File: src/rtl/core/ute_pkg.sv
// Constants and month table for the UTC date to epoch seconds converter.
package ute_pkg;

   localparam int unsigned REQ_DATA_W = 40;
   localparam int unsigned RSP_DATA_W = 40;
   localparam int unsigned EPOCH_W    = 39;
   localparam int unsigned DAYS_W     = 24;
   localparam int unsigned DSEC_W     = 40;
   localparam int unsigned SOD_W      = 17;

   // year - 1 = year_from_1900 + 1899
   localparam logic signed [14:0] YEAR_M1_BIAS  = 15'sd1899;
   localparam logic signed [14:0] EPOCH_YEAR_OFS = 15'sd70;
   // keeps floor(year-1, 4) positive before the divide by 25
   localparam logic signed [12:0] Q4_OFS        = 13'sd1600;
   localparam logic signed [9:0]  Q100_OFS      = 10'sd64;
   localparam logic [12:0]        RECIP25       = 13'd5243;  // ceil(2^17 / 25)
   localparam int unsigned        RECIP_SHIFT   = 17;
   localparam logic signed [12:0] DIV25_MUL     = 13'sd25;
   localparam logic signed [12:0] REM_LAST      = 13'sd24;
   // leap days before 1970 with the same offset: 492 - 19 + 4
   localparam logic signed [12:0] LEAPS_1970    = 13'sd477;
   localparam logic signed [DAYS_W-1:0] DAYS_PER_YEAR = 24'sd365;
   localparam logic signed [DSEC_W-1:0] SECS_PER_DAY  = 40'sd86400;
   localparam logic [SOD_W-1:0]   SECS_PER_HOUR = 17'd3600;
   localparam logic [SOD_W-1:0]   SECS_PER_MIN  = 17'd60;
   localparam logic [3:0]         MONTH_LAST    = 4'd11;
   localparam logic [3:0]         MONTH_MARCH   = 4'd2;

   function automatic logic [8:0] days_before_month(input logic [3:0] month);
      logic [8:0] d;
      case (month)
         4'd0:    d = 9'd0;
         4'd1:    d = 9'd31;
         4'd2:    d = 9'd59;
         4'd3:    d = 9'd90;
         4'd4:    d = 9'd120;
         4'd5:    d = 9'd151;
         4'd6:    d = 9'd181;
         4'd7:    d = 9'd212;
         4'd8:    d = 9'd243;
         4'd9:    d = 9'd273;
         4'd10:   d = 9'd304;
         4'd11:   d = 9'd334;
         default: d = 9'd0;
      endcase
      return d;
   endfunction

endpackage

File: src/rtl/core/utc_date_to_epoch_seconds.sv
// Five-stage pipeline that converts a broken-down UTC date and time to epoch seconds.

// Takes one beat per clock while the output is not held and returns one result beat
// per input, in order. The five register stages (year divide by reciprocal, leap count,
// day count, day-to-seconds multiply, final add) advance together; when the output beat
// is held the whole pipeline holds, so req_tready follows rsp_tready while the output
// stage is full. Years use the proleptic Gregorian rule. Day, hour, minute and second
// add linearly without normalization. A month index above 11 sets rsp_tuser and forces
// the seconds to zero.
module utc_date_to_epoch_seconds
   import ute_pkg::*;
(
   input  logic                  clock,
   input  logic                  reset,
   input  logic                  req_tvalid,
   output logic                  req_tready,
   // year_from_1900[13:0], month_index[17:14], day_of_month[22:18],
   // hour_of_day[27:23], minute_of_hour[33:28], second_of_minute[39:34]
   input  logic [REQ_DATA_W-1:0] req_tdata,
   output logic                  rsp_tvalid,
   input  logic                  rsp_tready,
   // epoch_seconds[38:0], zero pad[39]
   output logic [RSP_DATA_W-1:0] rsp_tdata,
   // month_error[0]
   output logic                  rsp_tuser
);

   logic       advance;
   logic [4:0] vld_ff;

   // stage 1 inputs
   logic signed [13:0] yoff;
   logic [3:0]         month;
   logic [4:0]         mday;
   logic signed [14:0] ym1;
   logic signed [12:0] q4_in;
   logic [12:0]        div_n;
   logic [25:0]        prod_in;
   logic [SOD_W-1:0]   sod_in;

   logic signed [12:0] s1_q4_ff;
   logic [1:0]         s1_ylo_ff;
   logic [25:0]        s1_prod_ff;
   logic signed [13:0] s1_yoff_ff;
   logic [3:0]         s1_month_ff;
   logic [4:0]         s1_mday_ff;
   logic [SOD_W-1:0]   s1_sod_ff;

   // stage 2
   logic signed [9:0]  q100;
   logic signed [12:0] rem25;
   logic               leap_in;
   logic signed [12:0] leapdays_in;

   logic               s2_leap_ff;
   logic signed [12:0] s2_leapdays_ff;
   logic signed [13:0] s2_yoff_ff;
   logic [3:0]         s2_month_ff;
   logic [4:0]         s2_mday_ff;
   logic [SOD_W-1:0]   s2_sod_ff;

   // stage 3
   logic signed [14:0]       yrs;
   logic [DAYS_W-1:0]        leap_add;
   logic signed [DAYS_W-1:0] days_in;
   logic                     merr_in;

   logic signed [DAYS_W-1:0] s3_days_ff;
   logic                     s3_merr_ff;
   logic [SOD_W-1:0]         s3_sod_ff;

   // stage 4
   logic signed [DSEC_W-1:0] dsec_in;
   logic signed [DSEC_W-1:0] s4_dsec_ff;
   logic                     s4_merr_ff;
   logic [SOD_W-1:0]         s4_sod_ff;

   // stage 5
   logic [EPOCH_W-1:0] epoch_in;
   logic [EPOCH_W-1:0] s5_epoch_ff;
   logic               s5_merr_ff;

   // hold every stage while the output beat waits
   assign advance    = !vld_ff[4] || rsp_tready;
   assign req_tready = advance;

   always_comb begin
      yoff    = signed'(req_tdata[13:0]);
      month   = req_tdata[17:14];
      mday    = req_tdata[22:18];
      ym1     = 15'(yoff) + YEAR_M1_BIAS;
      q4_in   = ym1[14:2];
      div_n   = 13'(q4_in + Q4_OFS);
      prod_in = 26'(div_n) * 26'(RECIP25);
      sod_in  = 17'(req_tdata[27:23]) * SECS_PER_HOUR
              + 17'(req_tdata[33:28]) * SECS_PER_MIN
              + 17'(req_tdata[39:34]);
   end

   always_comb begin
      q100 = signed'({1'b0, s1_prod_ff[25:RECIP_SHIFT]}) - Q100_OFS;
      rem25 = s1_q4_ff - 13'(q100) * DIV25_MUL;
      // year divisible by 4; century years only when divisible by 400
      leap_in = (s1_ylo_ff == 2'b11) && ((rem25 != REM_LAST) || (q100[1:0] == 2'b11));
      leapdays_in = s1_q4_ff - 13'(q100) + 13'(q100 >>> 2) - LEAPS_1970;
   end

   always_comb begin
      yrs      = 15'(s2_yoff_ff) - EPOCH_YEAR_OFS;
      leap_add = (s2_leap_ff && (s2_month_ff >= MONTH_MARCH)) ? 24'd1 : 24'd0;
      days_in  = 24'(yrs) * DAYS_PER_YEAR + 24'(s2_leapdays_ff)
               + signed'({15'd0, days_before_month(s2_month_ff)})
               + signed'(leap_add) + signed'({19'd0, s2_mday_ff}) - 24'sd1;
      merr_in  = s2_month_ff > MONTH_LAST;
   end

   always_comb begin
      dsec_in = 40'(s3_days_ff) * SECS_PER_DAY;
   end

   always_comb begin
      if (s4_merr_ff) begin
         epoch_in = '0;
      end else begin
         epoch_in = EPOCH_W'(s4_dsec_ff + signed'({23'd0, s4_sod_ff}));
      end
   end

   always_ff @(posedge clock) begin
      if (reset) begin
         vld_ff <= '0;
      end else if (advance) begin
         vld_ff <= {vld_ff[3:0], req_tvalid};
      end
   end

   always_ff @(posedge clock) begin
      if (advance) begin
         s1_q4_ff       <= q4_in;
         s1_ylo_ff      <= ym1[1:0];
         s1_prod_ff     <= prod_in;
         s1_yoff_ff     <= yoff;
         s1_month_ff    <= month;
         s1_mday_ff     <= mday;
         s1_sod_ff      <= sod_in;

         s2_leap_ff     <= leap_in;
         s2_leapdays_ff <= leapdays_in;
         s2_yoff_ff     <= s1_yoff_ff;
         s2_month_ff    <= s1_month_ff;
         s2_mday_ff     <= s1_mday_ff;
         s2_sod_ff      <= s1_sod_ff;

         s3_days_ff     <= days_in;
         s3_merr_ff     <= merr_in;
         s3_sod_ff      <= s2_sod_ff;

         s4_dsec_ff     <= dsec_in;
         s4_merr_ff     <= s3_merr_ff;
         s4_sod_ff      <= s3_sod_ff;

         s5_epoch_ff    <= epoch_in;
         s5_merr_ff     <= s4_merr_ff;
      end
   end

   assign rsp_tvalid = vld_ff[4];
   assign rsp_tdata  = {1'b0, s5_epoch_ff};
   assign rsp_tuser  = s5_merr_ff;

   a_err_zero: assert property (@(posedge clock) disable iff (reset)
      rsp_tvalid && rsp_tuser |-> rsp_tdata == '0)
      else $error("month error beat carries nonzero seconds");

   a_stall_hold: assert property (@(posedge clock) disable iff (reset)
      !advance |=> $stable(vld_ff))
      else $error("pipeline valid bits moved during a stall");

   a_accept_enter: assert property (@(posedge clock) disable iff (reset)
      req_tvalid && req_tready |=> vld_ff[0])
      else $error("accepted beat missing from the first stage");

   a_merr_flow: assert property (@(posedge clock) disable iff (reset)
      advance && vld_ff[3] |=> rsp_tuser == $past(s4_merr_ff))
      else $error("month error flag lost on the way to the output");

endmodule

File: config.mk
export PLATFORM = sky130hd
export DESIGN_NAME = utc_date_to_epoch_seconds
export DESIGN_NICKNAME = d
export VERILOG_FILES = /design/src/rtl/core/ute_pkg.sv /design/src/rtl/core/utc_date_to_epoch_seconds.sv
export SDC_FILE = /design/constraint.sdc
export NUM_CORES = 1
export LEC_CHECK = 0
export BUFFER_PORTS_ARGS = -buffer_cell sky130_fd_sc_hd__buf_2
export CORE_MARGIN = 2
export CORE_UTILIZATION = 25
export DETAILED_ROUTE_END_ITERATION = 10
export GPL_TIMING_DRIVEN = 0
export REMOVE_ABC_BUFFERS = 1
export SYNTH_ARGS = -nofsm -noshare
export SYNTH_HDL_FRONTEND = slang
export SYNTH_SLANG_ARGS = --single-unit
File: constraint.sdc
create_clock -name clock -period 13.85 [get_ports clock]
set_input_delay 3.4625 -clock clock [delete_from_list [all_inputs] [get_ports clock]]
set_output_delay 3.4625 -clock clock [all_outputs]
set_load 0.02 [all_outputs]
-- After elaboration in Yosys (flattened, before gate mapping)
Memories as Yosys holds them, arrays and structs flattened. A register that Yosys moved wholly into a read port is not among the register bits.
Index checks and enable logic that the tools add are counted.
- add/sub/neg operators: 16
- multiply operators: 6
- $lt $le $gt $ge: 2
- equality and inequality tests: 3
- muxes and demuxes: 2
- reduce and logical (&&, ||, !) cells: 5
- operator list (operator ; count):
    adder 39 x 18 -> 39 bit ; 1
    multiplier 24 x 11 -> 32 bit (second input constant) ; 1
    multiplier 13 x 13 -> 26 bit (second input constant) ; 1
    adder 24 x 10 -> 24 bit ; 1
    adder 24 x 13 -> 24 bit ; 1
    adder 24 x 2 -> 24 bit ; 1
    adder 24 x 6 -> 24 bit ; 1
    multiplier 15 x 10 -> 24 bit (second input constant) ; 1
    subtractor 24 x 2 -> 24 bit (second input constant) ; 1
    adder 17 x 12 -> 17 bit ; 1
    adder 17 x 6 -> 17 bit ; 1
    adder 14 x 12 -> 15 bit (second input constant) ; 1
    subtractor 14 x 8 -> 15 bit (second input constant) ; 1
    adder 13 x 12 -> 13 bit (second input constant) ; 1
    adder 13 x 8 -> 13 bit ; 1
    multiplier 10 x 6 -> 13 bit (second input constant) ; 1
    multiplier 5 x 8 -> 13 bit (second input constant) ; 1
    inequality test 13 x 6 -> 1 bit (second input constant) ; 1
    subtractor 13 x 10 -> 13 bit ; 1
    subtractor 13 x 10 -> 13 bit (second input constant) ; 1
    subtractor 13 bit ; 1
    multiplier 6 x 4 -> 10 bit (second input constant) ; 1
    subtractor 9 x 7 -> 10 bit (second input constant) ; 1
    equality test 2 bit (second input constant) ; 2
    other kinds (7) ; 9
- flip-flop bits (word level): 272
- memory bits (read-only): 144
- output and inout port bits: 43
- logic and storage cells: 57
- memories kept: 1
- memories (memory ; words ; bits a word ; read ports ; clocked after Yosys merged registers in ; write ports ; RTL line ; RTL):
    (name not given) ; 16 ; 9 ; 1 ; 1 ; 0 ; ute_pkg.sv:32 ; case (month)

-- Longest topological paths before layout
- depth in word-level cells: 7
- mapped depth: 32
- mapped depth without buffers: 32

-- Worst setup path before layout
OpenSTA, ideal clock, no wires.
- path kind: in2out
- from: input rsp_tready
- to: output req_tready
- data arrival time: 10906 ps
- setup slack: -518 ps
- stages: 4
- path through: nor2b_1 clkbuf_1 inv_1 clkbuf_1
- word-level cells in the longest chain between the ends: 1
- RTL lines (what ; RTL line ; RTL):
    start: declaration ; utc_date_to_epoch_seconds.sv:21 ; input logic rsp_tready,
    logical OR 1 bit ; utc_date_to_epoch_seconds.sv:84 ; assign advance = !vld_ff[4] || rsp_tready;
    end: declaration ; utc_date_to_epoch_seconds.sv:16 ; output logic req_tready,
No other way between the ends.

-- Worst setup path after layout
- from: input req_tdata[0]
- to: register s1_prod_ff[25] (data pin)
- word-level cells in the longest chain between the ends: 3
- RTL lines (what ; RTL line ; RTL):
    start: declaration ; utc_date_to_epoch_seconds.sv:19 ; input logic [REQ_DATA_W-1:0] req_tdata,
    adder 14 x 12 -> 15 bit ; utc_date_to_epoch_seconds.sv:91 ; ym1 = 15'(yoff) + YEAR_M1_BIAS;
    via ym1[8] ; utc_date_to_epoch_seconds.sv:35 ; logic signed [14:0] ym1;
    adder 13 x 12 -> 13 bit ; utc_date_to_epoch_seconds.sv:93 ; div_n = 13'(q4_in + Q4_OFS);
    multiplier 13 x 13 -> 26 bit ; utc_date_to_epoch_seconds.sv:94 ; prod_in = 26'(div_n) * 26'(RECIP25);
    via prod_in[25] ; utc_date_to_epoch_seconds.sv:38 ; logic [25:0] prod_in;
    end signal: assignment ; utc_date_to_epoch_seconds.sv:141 ; s1_prod_ff <= prod_in;
    end: declaration ; utc_date_to_epoch_seconds.sv:43 ; logic [25:0] s1_prod_ff;
The timed path passes the listed nets, and every way through them passes these cells.
A chain may end at the register's enable or synchronous reset.

==> impl_metrics.csv <==
group,metric,value,unit
run_status,status,"finished, final reports clean",
cts,cts.clk_slew.worst_paths,60,ps
job,maxCapViolCount,0,
cts,clock_sink_count,264,
grt,grt_pass1_wl,80000,µm
routing,dr.pass1.iters,5,
finish,multiInputGateArea,0.0156,mm²
cts,cts_setup_buffers,0,
floorplanning,start_util,25.2,%
synthesis,netlist_area,0.0257,mm²
finish,n_fill_cell,10600,
cts,clockRootBuffer,"clkbuf_16",
routing,wl_met2,22800,µm
synthesis,yosys-top-cells-area,"edfxtp_1 29%, fa_1 20%, ha_1 20%",
synthesis,yosysWarningCount,0,
worst_hold_path,hp-class,"reg2reg",
critical_path,setup.worst_path.end_class,"flop",
routing,drt_iter0_drc,485,
finish,nets,3195,
sta,tns,0,ps
sta,holdWs,414,ps
worst_hold_path,min_path_cells,0,
sta,rsz0062_at_grt,"false",
critical_path,slowest_stage,"o41ai_1",
sta,hold_violations,0,
grt,grt_max_degree,113,
floorplanning,ios,87,
sta,tightestPinTransition,1060,ps
synthesis,synth_common_cells,"576 x inv_1, 414 x ha_1, 259 x fa_1, 250 x edfxtp_1, 111 x xnor2_1",
critical_path,cp_common_cell,"inv_1",
synthesis,syn_avg_cell_area,10.8,µm²
sta,max_slew_margin,28.9,%
floorplanning,core,0.102,mm²
routing,num_vias,15800,
critical_path,worstPathArrival,12350,ps
critical_path,cp_data_required_time,14120,ps
sta,finalCritPeriodShare,87.2,%
critical_path,cp-start-kind,"primary input",
sta,fin_crit,12070,ps
floorplanning,die_h,324,µm
routing,wl_met3,1560,µm
synthesis,yosysTopAreaCellShare,29.3,%
synthesis,synth_edf_count,250,
synthesis,synthArstFlopShare,0,%
routing,ant_nets,0,
critical_path,cp_max_fo,7,
synthesis,synthFlopType,"edfxtp_1",
routing,wl_met1,20900,µm
grt,grt_usage,9.07,%
sta,fmax,82.8,MHz
cts,h-tree-depth,2,
finish,syn2layout_area_growth,12.8,%
grt,grt_pass1_vias,16600,
cts,holdBufCountCts,0,
synthesis,yosysTopAreaCell,"edfxtp_1",
synthesis,yosysUniqueCellTypes,71,
floorplanning,die-width,324,µm
critical_path,crit_type,"in2reg",
grt,overflow,0,
sta,finalSetupViolations,0,
sta,finalClockSkew,30.8,ps
placement,numPortBuffers,85,
floorplanning,fp-row-count,117,
cts,post_cts_resized,0,
synthesis,synth-seq-area-share,30.3,%
routing,wl,46300,µm
cts,cts_max_path_buffers,3,
routing,drc_errors,0,
cts,clock_latency,560,ps
critical_path,worstRegToRegCells,23,
critical_path,slowest_delay,730,ps
synthesis,netlist_instances,2372,
synthesis,ys_ff_latch,264,
sta,finalMaxSlewViolations,0,
finish,ff_latch_area,0.00779,mm²
routing,drt-vias-per-instance,4.09,
floorplanning,die_area,0.105,mm²
routing,avgRoutedWirePerCell,12.0,µm
cts,cts_buffers,34,
grt,antenna_found_initial,10,
placement,dp_hpwl,38400,µm
cts,cts_tree,"built",
finish,drive_above_1_share,6.11,%
routing,top_layer,"met5",
placement,gp_congestion,0.825,
synthesis,synth.most_common_cell,"inv_1",
[metrics by stage]
step	cell area, µm²	utilization (%)	instances	worst slack (ps)
after global routing	29000	28.5	3872	1250
after CTS	29000	28.5	3871	1830
after floorplan	25600	-	2354	1710
after detailed placement	27800	27.3	3810	1320
after global placement	27700	27.3	3807	-1370
final	29000	28.5	3872	1780
[area by class of cell]
type                       count  share of cell area, %
antenna                        1                0.00864
clock buffer                  37                   3.05
clock inverter                24                  0.873
inverter                     577                   7.51
multi-input combinational   1513                   54.0
sequential                   264                   26.9
tap                         1368                   5.91
timing repair buffer          88                   1.75
[state kept, by name, indices dropped and copies added, names as in the netlist, 2 cells and up, named ones only]
name,count
s2_mday_ff,5
s1_ylo_ff,2
s4_dsec_ff,32
s2_yoff_ff,14
s2_leapdays_ff,13
s1_prod_ff,9
s2_month_ff,4
s1_yoff_ff,14
s3_sod_ff,17
s1_mday_ff,5
s3_days_ff,24
s1_sod_ff,17
s1_month_ff,4
vld_ff,5
s1_q4_ff,13
s2_sod_ff,17
s5_epoch_ff,39
s4_sod_ff,17
[metal layers]
metal	track usage, %	vias to the layer above
met1	11.1	7500
li1	-	8068
met4	2.21	12
met3	1.70	77
met5	0	-
met2	16.2	172
[final timing paths]
| kind | startpoint | endpoint | slack, ps |
|---|---|---|---|
| worst min-delay path | s3_sod_ff[9] | s4_sod_ff[9] | 410 |
| worst min register to register | s3_sod_ff[9] | s4_sod_ff[9] | 410 |
| worst max-delay path | req_tdata[0] | s1_prod_ff[25] | 1780 |
| worst max register to register | s2_yoff_ff[1] | s3_days_ff[23] | 6300 |
[kinds of logic after synthesis]
logic type | after synthesis | share of synthesized area [%]
adder cells (fa/ha/maj) | 673 | 40.4
buffers and inverters | 595 | 8.73
AND/OR/NAND/NOR | 341 | 6.43
AO/OA/AOI/OAI | 328 | 8.24
flip-flops | 264 | 30.3
XOR/XNOR | 160 | 5.46
multiplexers | 10 | 0.400
other | 1 | 0.0146
[cell usage in the layout (no fill, tap or decap), types with 20 or more instances in the layout]
master / count
o21bai_1: 20
edfxtp_1: 250
xnor2_1: 111
nor2_1: 93
nand2_1: 94
nand3_1: 23
nor2b_1: 25
fa_1: 259
buf_2: 85
a21oi_1: 105
clkbuf_16: 35
inv_1: 575
a21o_1: 37
nor3_1: 25
xor2_1: 49
o21ai_0: 63
ha_1: 414
[critical path, delay by kind of cell]
kind	cells	cell delay, ps
AO/OA/AOI/OAI	8	2500
XOR/XNOR	4	1520
adder cells (fa/ha/maj)	7	3060
buffers and inverters	6	970
AND/OR/NAND/NOR	4	850
Power is left out: the tool's default activity adds up to more than one toggle a clock period on the data nets, which glitch-free logic cannot reach.
